===== src/sv/timed_batch_sequencer_defines.svh =====
// Assertion macros shared by the timed batch sequencer RTL.
`ifndef TIMED_BATCH_SEQUENCER_DEFINES_SVH
`define TIMED_BATCH_SEQUENCER_DEFINES_SVH

// Same-cycle implication, checked on every rising clock edge out of reset.
`define TBS_ASSERT_IMPL(label, ante, cons) \
  label: assert property (@(posedge clk_i) disable iff (!rst_ni) (ante) |-> (cons)) \
    else $error("tbs assertion failed");

// Next-cycle implication, checked on every rising clock edge out of reset.
`define TBS_ASSERT_NEXT(label, ante, cons) \
  label: assert property (@(posedge clk_i) disable iff (!rst_ni) (ante) |=> (cons)) \
    else $error("tbs assertion failed");

`endif


===== src/sv/tbs_pkg.sv =====
// Package: constants and types for the timed batch sequencer.
package tbs_pkg;

  // Configuration register indexes
  typedef enum logic [1:0] {
    CFG_TICKS_PER_SECOND = 2'd0,
    CFG_PRODUCTION_HOURS = 2'd1,
    CFG_SETTLE_MINUTES   = 2'd2,
    CFG_VALVE_MINUTES    = 2'd3
  } cfg_idx_e;

  // Reported process status
  typedef enum logic [1:0] {
    ST_INITIAL   = 2'd0,
    ST_PRODUCING = 2'd1,
    ST_DONE      = 2'd2,
    ST_SETTLING  = 2'd3
  } status_e;

  localparam int unsigned CfgDataWidth = 8;

  // Reset values of the configuration registers
  localparam logic [7:0] TicksPerSecondRst  = 8'd125;
  localparam logic [3:0] ProductionHoursRst = 4'd2;
  localparam logic [5:0] SettleMinutesRst   = 6'd10;
  localparam logic [5:0] ValveMinutesRst    = 6'd10;

  // Cascade point for seconds and minutes
  localparam logic [5:0] SixtyCount = 6'd60;

  typedef logic [CfgDataWidth-1:0] cfg_data_t;

endpackage


===== src/sv/tbs_in_if.sv =====
// Interface: input channel carrying one tick/level sample per transaction.
interface tbs_in_if;
  logic valid;
  logic ready;
  logic tick;
  logic liquid_present;

  modport source (output valid, output tick, output liquid_present, input ready);
  modport sink   (input valid, input tick, input liquid_present, output ready);
endinterface


===== src/sv/tbs_out_if.sv =====
// Interface: result channel carrying the drive levels and status per transaction.
interface tbs_out_if;
  logic valid;
  logic ready;
  logic producer_on;
  logic valve_on;
  logic batch_ready;
  logic [1:0] process_status;

  modport source (output valid, output producer_on, output valve_on, output batch_ready,
                  output process_status, input ready);
  modport sink   (input valid, input producer_on, input valve_on, input batch_ready,
                  input process_status, output ready);
endinterface


===== src/sv/timed_batch_sequencer.sv =====
// Top level: timed batch sequencer (production, settling, valve phases).
//
// Usage:
//   in_i  carries one sample per transaction: a base-tick flag and the tank
//         level flag. Each accepted transaction advances the sequencer once.
//   out_o returns exactly one result per input transaction: producer drive,
//         valve drive, batch-ready flag and a 2-bit process status.
//   cfg_* writes one of four registers (ticks per second, production hours,
//         settle minutes, valve minutes) on any clock with cfg_we_i high;
//         write only while no transaction is in flight.
// Result: the result of a transaction is registered and is on out_o in the
//   cycle after it is accepted. Throughput: one transaction per cycle while
//   out_o.ready is high; the whole step is a short counter/compare path from
//   the state registers into the result register.
// Stall: the single result register holds while out_o.ready is low; in_i.ready
//   is low only while that register is full and not being drained.
// Reset: rst_ni (async, active low) clears all timers and flags, empties the
//   result register and loads the configuration defaults (125, 2, 10, 10).

`include "timed_batch_sequencer_defines.svh"

module timed_batch_sequencer (
  input  logic                     clk_i,
  input  logic                     rst_ni,
  tbs_in_if.sink                   in_i,
  tbs_out_if.source                out_o,
  input  logic                     cfg_we_i,
  input  tbs_pkg::cfg_idx_e        cfg_idx_i,
  input  tbs_pkg::cfg_data_t       cfg_data_i
);

  // Configuration registers
  logic [7:0] tps_q;
  logic [3:0] prod_hours_cfg_q;
  logic [5:0] settle_min_cfg_q;
  logic [5:0] valve_min_cfg_q;

  // Sequencer state
  logic [7:0] psc_q, psc_d;
  logic [5:0] prod_sec_q, prod_sec_d;
  logic [5:0] prod_min_q, prod_min_d;
  logic [3:0] prod_hr_q, prod_hr_d;
  logic [5:0] set_sec_q, set_sec_d;
  logic [5:0] set_min_q, set_min_d;
  logic [5:0] vlv_sec_q, vlv_sec_d;
  logic [5:0] vlv_min_q, vlv_min_d;
  logic producing_q, producing_d;
  logic settling_q, settling_d;
  logic set_req_q, set_req_d;
  logic set_done_q, set_done_d;
  logic valve_act_q, valve_act_d;
  logic water_rdy_q, water_rdy_d;
  tbs_pkg::status_e status_q, status_d;

  // Result register
  logic out_valid_q;
  logic in_accept;
  logic sec_step;

  assign in_i.ready = !out_valid_q || out_o.ready;
  assign in_accept  = in_i.valid && in_i.ready;

  // Configuration writes
  always_ff @(posedge clk_i or negedge rst_ni) begin
    if (!rst_ni) begin
      tps_q            <= tbs_pkg::TicksPerSecondRst;
      prod_hours_cfg_q <= tbs_pkg::ProductionHoursRst;
      settle_min_cfg_q <= tbs_pkg::SettleMinutesRst;
      valve_min_cfg_q  <= tbs_pkg::ValveMinutesRst;
    end else if (cfg_we_i) begin
      case (cfg_idx_i)
        tbs_pkg::CFG_TICKS_PER_SECOND: tps_q            <= cfg_data_i[7:0];
        tbs_pkg::CFG_PRODUCTION_HOURS: prod_hours_cfg_q <= cfg_data_i[3:0];
        tbs_pkg::CFG_SETTLE_MINUTES:   settle_min_cfg_q <= cfg_data_i[5:0];
        tbs_pkg::CFG_VALVE_MINUTES:    valve_min_cfg_q  <= cfg_data_i[5:0];
        default: ;
      endcase
    end
  end

  // One sequencer step, comparisons in fixed order
  always_comb begin
    psc_d       = psc_q;
    prod_sec_d  = prod_sec_q;
    prod_min_d  = prod_min_q;
    prod_hr_d   = prod_hr_q;
    set_sec_d   = set_sec_q;
    set_min_d   = set_min_q;
    vlv_sec_d   = vlv_sec_q;
    vlv_min_d   = vlv_min_q;
    producing_d = producing_q;
    settling_d  = settling_q;
    set_req_d   = set_req_q;
    set_done_d  = set_done_q;
    valve_act_d = valve_act_q;
    water_rdy_d = water_rdy_q;
    status_d    = status_q;

    // prescaler, saturating
    if (in_i.tick && psc_q != 8'hFF) begin
      psc_d = psc_q + 8'd1;
    end
    sec_step = (psc_d >= tps_q);

    // second steps for active phases
    if (sec_step) begin
      if (producing_q) begin
        if (prod_sec_d != 6'd63) prod_sec_d = prod_sec_d + 6'd1;
        psc_d = '0;
      end
      if (valve_act_q) begin
        if (vlv_sec_d != 6'd63) vlv_sec_d = vlv_sec_d + 6'd1;
        psc_d = '0;
      end
      if (settling_q) begin
        if (set_sec_d != 6'd63) set_sec_d = set_sec_d + 6'd1;
        psc_d = '0;
      end
    end

    // cascades
    if (prod_sec_d >= tbs_pkg::SixtyCount) begin
      if (prod_min_d != 6'd63) prod_min_d = prod_min_d + 6'd1;
      prod_sec_d = '0;
    end
    if (vlv_sec_d >= tbs_pkg::SixtyCount) begin
      if (vlv_min_d != 6'd63) vlv_min_d = vlv_min_d + 6'd1;
      vlv_sec_d = '0;
    end
    if (set_sec_d >= tbs_pkg::SixtyCount) begin
      if (set_min_d != 6'd63) set_min_d = set_min_d + 6'd1;
      set_sec_d = '0;
    end
    if (prod_min_d >= tbs_pkg::SixtyCount) begin
      if (prod_hr_d != 4'd15) prod_hr_d = prod_hr_d + 4'd1;
      prod_min_d = '0;
    end

    // production end
    if (prod_hr_d >= prod_hours_cfg_q && producing_d) begin
      prod_hr_d   = '0;
      producing_d = 1'b0;
      water_rdy_d = 1'b1;
      set_req_d   = 1'b1;
      status_d    = tbs_pkg::ST_DONE;
    end

    // production start
    if (in_i.liquid_present && !water_rdy_d) begin
      producing_d = 1'b1;
      status_d    = tbs_pkg::ST_PRODUCING;
    end

    // settle end, then settle start
    if (settling_d && set_min_d >= settle_min_cfg_q) begin
      settling_d = 1'b0;
      set_req_d  = 1'b0;
      set_done_d = 1'b1;
      set_min_d  = '0;
    end
    if (set_req_d) begin
      settling_d = 1'b1;
      status_d   = tbs_pkg::ST_SETTLING;
    end

    // valve close, then valve open
    if (vlv_min_d >= valve_min_cfg_q && valve_act_d) begin
      vlv_min_d   = '0;
      status_d    = tbs_pkg::ST_DONE;
      valve_act_d = 1'b0;
      water_rdy_d = 1'b0;
      set_done_d  = 1'b0;
    end
    if (set_done_d) begin
      valve_act_d = 1'b1;
    end
  end

  // State update on each accepted transaction
  always_ff @(posedge clk_i or negedge rst_ni) begin
    if (!rst_ni) begin
      psc_q       <= '0;
      prod_sec_q  <= '0;
      prod_min_q  <= '0;
      prod_hr_q   <= '0;
      set_sec_q   <= '0;
      set_min_q   <= '0;
      vlv_sec_q   <= '0;
      vlv_min_q   <= '0;
      producing_q <= 1'b0;
      settling_q  <= 1'b0;
      set_req_q   <= 1'b0;
      set_done_q  <= 1'b0;
      valve_act_q <= 1'b0;
      water_rdy_q <= 1'b0;
      status_q    <= tbs_pkg::ST_INITIAL;
    end else if (in_accept) begin
      psc_q       <= psc_d;
      prod_sec_q  <= prod_sec_d;
      prod_min_q  <= prod_min_d;
      prod_hr_q   <= prod_hr_d;
      set_sec_q   <= set_sec_d;
      set_min_q   <= set_min_d;
      vlv_sec_q   <= vlv_sec_d;
      vlv_min_q   <= vlv_min_d;
      producing_q <= producing_d;
      settling_q  <= settling_d;
      set_req_q   <= set_req_d;
      set_done_q  <= set_done_d;
      valve_act_q <= valve_act_d;
      water_rdy_q <= water_rdy_d;
      status_q    <= status_d;
    end
  end

  // Result valid flag
  always_ff @(posedge clk_i or negedge rst_ni) begin
    if (!rst_ni) begin
      out_valid_q <= 1'b0;
    end else if (in_accept) begin
      out_valid_q <= 1'b1;
    end else if (out_o.ready) begin
      out_valid_q <= 1'b0;
    end
  end

  // Result fields mirror the state registers updated by the last transaction
  assign out_o.valid          = out_valid_q;
  assign out_o.producer_on    = producing_q;
  assign out_o.valve_on       = valve_act_q;
  assign out_o.batch_ready    = water_rdy_q;
  assign out_o.process_status = status_q;

  // Checks
  `TBS_ASSERT_IMPL(a_no_prod_and_valve, 1'b1, !(producing_q && valve_act_q))
  `TBS_ASSERT_IMPL(a_valve_needs_batch, valve_act_q, water_rdy_q)
  `TBS_ASSERT_NEXT(a_accept_gives_result, in_accept, out_valid_q)

endmodule


===== src/flat_wrapper.sv =====
// flat-port wrapper written by rule: the top's interface ports become plain ports
module timed_batch_sequencer_flat 
  (clk_i, rst_ni, cfg_we_i, cfg_idx_i, cfg_data_i, in_i_valid, in_i_tick, in_i_liquid_present, in_i_ready, out_o_valid, out_o_producer_on, out_o_valve_on, out_o_batch_ready, out_o_process_status, out_o_ready);
  tbs_in_if in_i_i ();
  tbs_out_if out_o_i ();
  input  logic clk_i;
  input  logic rst_ni;
  input  logic cfg_we_i;
  input  tbs_pkg::cfg_idx_e cfg_idx_i;
  input  tbs_pkg::cfg_data_t cfg_data_i;
  input wire logic [$bits(in_i_i.valid)-1:0] in_i_valid;
  input wire logic [$bits(in_i_i.tick)-1:0] in_i_tick;
  input wire logic [$bits(in_i_i.liquid_present)-1:0] in_i_liquid_present;
  output wire logic [$bits(in_i_i.ready)-1:0] in_i_ready;
  output wire logic [$bits(out_o_i.valid)-1:0] out_o_valid;
  output wire logic [$bits(out_o_i.producer_on)-1:0] out_o_producer_on;
  output wire logic [$bits(out_o_i.valve_on)-1:0] out_o_valve_on;
  output wire logic [$bits(out_o_i.batch_ready)-1:0] out_o_batch_ready;
  output wire logic [$bits(out_o_i.process_status)-1:0] out_o_process_status;
  input wire logic [$bits(out_o_i.ready)-1:0] out_o_ready;
  assign in_i_i.valid = in_i_valid;
  assign in_i_i.tick = in_i_tick;
  assign in_i_i.liquid_present = in_i_liquid_present;
  assign in_i_ready = in_i_i.ready;
  assign out_o_valid = out_o_i.valid;
  assign out_o_producer_on = out_o_i.producer_on;
  assign out_o_valve_on = out_o_i.valve_on;
  assign out_o_batch_ready = out_o_i.batch_ready;
  assign out_o_process_status = out_o_i.process_status;
  assign out_o_i.ready = out_o_ready;
  timed_batch_sequencer u_core (.clk_i(clk_i), .rst_ni(rst_ni), .in_i(in_i_i), .out_o(out_o_i), .cfg_we_i(cfg_we_i), .cfg_idx_i(cfg_idx_i), .cfg_data_i(cfg_data_i));
endmodule

===== config.mk =====
export PLATFORM = sky130hd
export DESIGN_NAME = timed_batch_sequencer_flat
export DESIGN_NICKNAME = d
export VERILOG_FILES = /design/src/sv/tbs_pkg.sv /design/src/sv/tbs_in_if.sv /design/src/sv/tbs_out_if.sv /design/src/sv/timed_batch_sequencer.sv /design/src/flat_wrapper.sv
export VERILOG_INCLUDE_DIRS = /design/src /design/src/sv
export SDC_FILE = /design/constraint.sdc
export NUM_CORES = 1
export LEC_CHECK = 0
export BUFFER_PORTS_ARGS = -buffer_cell sky130_fd_sc_hd__buf_2
export CAP_MARGIN = 0
export CORE_MARGIN = 2
export CORE_UTILIZATION = 50
export CTS_BUF_LIST = sky130_fd_sc_hd__clkbuf_4 sky130_fd_sc_hd__clkbuf_8 sky130_fd_sc_hd__clkbuf_16
export DETAILED_ROUTE_END_ITERATION = 6
export PLACE_DENSITY_LB_ADDON = 0.25
export RECOVER_POWER = 100
export SLEW_MARGIN = 30
export SYNTH_ARGS = -nofsm -noshare
export SYNTH_HDL_FRONTEND = slang
export SYNTH_SLANG_ARGS = --single-unit

===== constraint.sdc =====
create_clock -name clk_i -period 7.6 [get_ports clk_i]
set_clock_uncertainty 0.2 [all_clocks]
set_input_delay 1.52 -clock clk_i [delete_from_list [all_inputs] [get_ports clk_i]]
set_output_delay 1.52 -clock clk_i [all_outputs]
set_load 0.02 [all_outputs]

==> impl_table.tex <==
\begin{tabular}{lr}
\hline
Metric & Value \\
\hline
\multicolumn{2}{l}{\textbf{Clock network}} \\
\quad Postcts setup bufs & 0 \\
\quad Clock transition at the registers of the reported paths & 90 ps \\
\quad Num Clock Sinks & 81 \\
\quad Number of buffers added by the clock tree synthesis step & 9 \\
\quad H-tree depth & 3 \\
\quad Clock buffer depth & 2 \\
\quad Post-cts sizing count & 0 \\
\quad Clock latency on the worst-skew pair & approximately 360 ps \\
\quad Clock root buffer master & clkbuf\_8 \\
\quad CTS tree & built \\
\quad Hold-fix buffers, CTS & 0 \\
\multicolumn{2}{l}{\textbf{Cells and area}} \\
\quad Fraction of layout cells with a size suffix above 1 & 14.4\% \\
\quad Number of nets in the layout & 654 \\
\quad Diode count & 0 \\
\quad Most common cell after layout, fill and taps aside & nand2\_1 \\
\quad Commonest cells after routing, fill and taps aside & 81 x nand2\_1, 70 x dfrtp\_1, 49 x nor2\_1 \\
\quad Synth-to-Final Area Change & 8.07\% \\
\quad Filler Cells Inserted & just over 900 \\
\quad Post-layout utilization of the core & 55.3\% \\
\quad Largest registers & u\_core.psc\_q: 8 flops, u\_core.tps\_q: 8 flops \\
\multicolumn{2}{l}{\textbf{Critical path}} \\
\quad Reg-to-reg slack, setup & 1000 ps \\
\quad Arrival time worst endpoint & 7090 ps \\
\quad Slowest CP cell & a211o\_1 \\
\quad Reg2Reg Depth & 24 \\
\quad Max Fanout on Critical Path & 13 \\
\quad Worst Setup SP & in\_i\_tick \\
\quad Crit Path Category & input pin to flop \\
\quad Critical Path Max Stage Delay & $\sim$500 ps \\
\quad Reg-to-reg endpoint & u\_core.out\_o.process\_status[0]\$\_DFFE\_PN0P\_ \\
\quad Startpoint type of the worst setup path & input pin \\
\quad Worst Path Required & 7710 ps \\
\quad Critical R2R Launch & u\_core.psc\_q[0]\$\_DFFE\_PN0P\_ \\
\quad Cells along the critical path & buf\_2, inv\_1, a31oi\_1, nand4\_1, nor2\_1, xor2\_1, ha\_1, nand2\_1, a211o\_1, o21ai\_2, nand3\_1, o41a\_1, a211o\_1, nor2\_4, mux2\_2, ha\_1, a21o\_1, a21o\_1, a21o\_1, a211o\_1, o211ai\_1, a21oi\_1, a2111oi\_0, a31o\_2 \\
\quad CP Capture Type & flop \\
\quad End point of the critical path & u\_core.out\_o.process\_status[0]\$\_DFFE\_PN0P\_ \\
\multicolumn{2}{l}{\textbf{Synthesis}} \\
\quad Number of flops mapped to enable cells by yosys & 0 \\
\quad Post-synthesis cell area & $\sim$5200 µm² \\
\quad Mapped Nets & $\sim$630 \\
\quad Most used flip-flop cell after synthesis & dfrtp\_1 \\
\quad Synthesis-stage register bit count & 81 \\
\quad Gate count of the mapped netlist & 582 \\
\quad Number of distinct library cell variants in the gate-level netlist after synthesis & 70 \\
\quad Fraction of registers with async set or reset after synthesis & between 90\% and 100\% \\
\quad Warning count from the yosys run & 0 \\
\quad Average cell area after synthesis & 9.00 µm² \\
\quad Sequential area share after synthesis & 39.0\% \\
\multicolumn{2}{l}{\textbf{Placed design}} \\
\quad IO buf count & 23 \\
\quad Estimated wirelength of the detail-placed design & 8090 µm \\
\quad Placement Setup Slack & roughly 370 ps \\
\quad GP Congestion & 0.874 \\
\multicolumn{2}{l}{\textbf{GRT}} \\
\quad Largest net degree at the start of global routing & 82 \\
\quad Aggregate global routing overflow & 0 \\
\quad Vias in the first global route & roughly 4,200 \\
\quad Number of antenna violations at the first check in global routing & 0 \\
\quad Overall global routing resource usage & 21.6\% \\
\quad Global-route wire length before repair & 19,600 µm \\
\multicolumn{2}{l}{\textbf{Detailed routing}} \\
\quad Antenna Nets Post-Route & 0 \\
\quad Routed via count & 4,328 \\
\quad DRC & 0 \\
\quad Routed length per placed instance & 15.2 µm \\
\quad Detailed Route Iter0 Violations & about 290 \\
\quad Overall routed net length & around 11,000 µm \\
\quad First-pass iteration count of the detailed router & 5 \\
\quad Via count normalized by instance count & 5.80 \\
\multicolumn{2}{l}{\textbf{Floorplan}} \\
\quad Die width & approximately 110 µm \\
\quad Initial Utilization & 51.2\% \\
\quad Vert. Die Dim & roughly 110 µm \\
\quad Floorplan die area & $\sim$11,000 µm² \\
\quad I/O pins & 24 \\
\quad Area of the core & 10,200 µm² \\
\quad Site Rows & 37 \\
\multicolumn{2}{l}{\textbf{Status}} \\
\quad Violated checks & capacitance limit, slew limit \\
\quad Run status & finished with violations \\
\multicolumn{2}{l}{\textbf{STA}} \\
\quad Final Hold Violating Endpoints & 0 \\
\quad Setup repair after global routing missed its margin & false \\
\quad Final period utilization & around nine tenths \\
\quad Final setup viols & 0 \\
\quad Relative slew slack & -187\% \\
\quad Final critical path time including I/O delays and setup & 6980 ps \\
\quad Peak clock frequency supported by timing & 143 MHz \\
\quad Slew Viols, Final & 82 \\
\quad Final Worst Setup Slack & roughly 620 ps \\
\quad Worst-Margin Slew & between 4000 and 5000 ps \\
\quad Aggregate negative setup slack & 0 ps \\
\multicolumn{2}{l}{\textbf{Power and ir drop}} \\
\quad Post-layout power & 1.20 mW \\
\quad Total power per unit cell area & 212 nW/µm² \\
\quad Peak VDD IR & 0.132 mV \\
\quad Leak pwr & 2.54 nW \\
\multicolumn{2}{l}{\textbf{Worst hold path}} \\
\quad Worst hold path type & flop to flop \\
\multicolumn{2}{l}{\textbf{Flow run}} \\
\quad Max cap viols & 1 \\
\hline
\end{tabular}
-- cells by family after synthesis --
| group | after synthesis | synth area share [%] |
|---|---|---|
| buffers and inverters | 53 | 4.30 |
| and+or+nand+nor | 230 | 21.4 |
| muxes | 34 | 7.17 |
| AOI/OAI and AO/OA | 140 | 18.5 |
| DFF | 81 | 39.0 |
| adders and majority gates | 32 | 7.64 |
| xor gates and xnor gates | 12 | 2.01 |
-- routing by layer --
metal  share of wire [%]  global-route usage (%)  vias up
li1                    -                       -     2139
met1                  47                    29.8     2055
met2                  46                    33.3      119
met3                 5.1                    3.86       15
met4                 1.7                    8.93        0
met5                   0                       0        -
-- stage by stage --
| stage | hold slack (ps) | cell area [µm²] | cells |
|---|---|---|---|
| 6_report | 310 | 5660 | 746 |
| 5_1_grt | 325 | 5660 | 746 |
| 4_1_cts | 313 | 5730 | 746 |
| 3_5_place_dp | 295 | 5500 | 730 |
| 2_1_floorplan | 261 | 5240 | 582 |
| 3_3_place_gp | 279 | 5500 | 730 |
-- cells in the mapped netlist (all sizes together), types with 4 or more instances --
cell type,n,area share (%)
clkbuf,14,1.0
nand2,81,5.8
o31ai,5,0.72
a32o,4,0.76
nand2b,10,1.2
o211ai,4,0.57
buf,8,1.1
mux2,28,6.0
a21o,14,2.0
xnor2,9,1.5
nor3,16,2.1
ha,32,7.6
dfrtp,70,33
a31oi,8,0.96
dfstp,11,5.5
nand3,29,3.0
and3,12,1.4
mux2i,6,1.1
a21oi,31,3.0
nor4,4,0.48
inv,31,2.2
nor2,50,3.7
o21ai,35,3.4
and2,5,0.60
a31o,6,1.0
nand3b,4,0.64
o21a,5,0.74
nand4,7,0.84
-- cell type report --
type	instances	area (µm²)	share of cell area (%)
sequential	81	2040	36.1
timing repair buffer	34	163	2.87
clock buffer	13	160	2.83
inverter	31	116	2.06
tap	136	170	3.01
clock inverter	3	67.6	1.19
multi-input combinational	448	2940	52.0
-- report_power, final --
group	switching (mW)	internal (mW)
Combinational	0.158	0.116
Sequential	0.0618	0.501
Clock	0.158	0.205
-- worst min path at each step --
stage | cells after the start | start | endpoint | slack [ps]
4_1_cts | 1 | u_core.set_sec_q[0]$_DFFE_PN0P_ | u_core.set_sec_q[0]$_DFFE_PN0P_ | 310
3_5_place_dp | 1 | u_core.settle_min_cfg_q[5]$_DFFE_PN0P_ | u_core.settle_min_cfg_q[5]$_DFFE_PN0P_ | 290
6_report | 1 | u_core.settle_min_cfg_q[5]$_DFFE_PN0P_ | u_core.settle_min_cfg_q[5]$_DFFE_PN0P_ | 310
5_1_grt | 1 | u_core.settle_min_cfg_q[5]$_DFFE_PN0P_ | u_core.settle_min_cfg_q[5]$_DFFE_PN0P_ | 320
3_3_place_gp | 2 | u_core.set_done_q$_DFFE_PN0P_ | u_core.set_done_q$_DFFE_PN0P_ | 280
2_1_floorplan | 2 | u_core.set_done_q$_DFFE_PN0P_ | u_core.set_done_q$_DFFE_PN0P_ | 260
-- critical path: cells and delay by family --
family	cells	cell delay [ps]
compound gates	13	3420
xor+xnor	1	100
fa+ha+maj	2	590
buf+inv	2	100
mux	1	360
simple gates	5	990
Power figures use the tool's default switching activity.
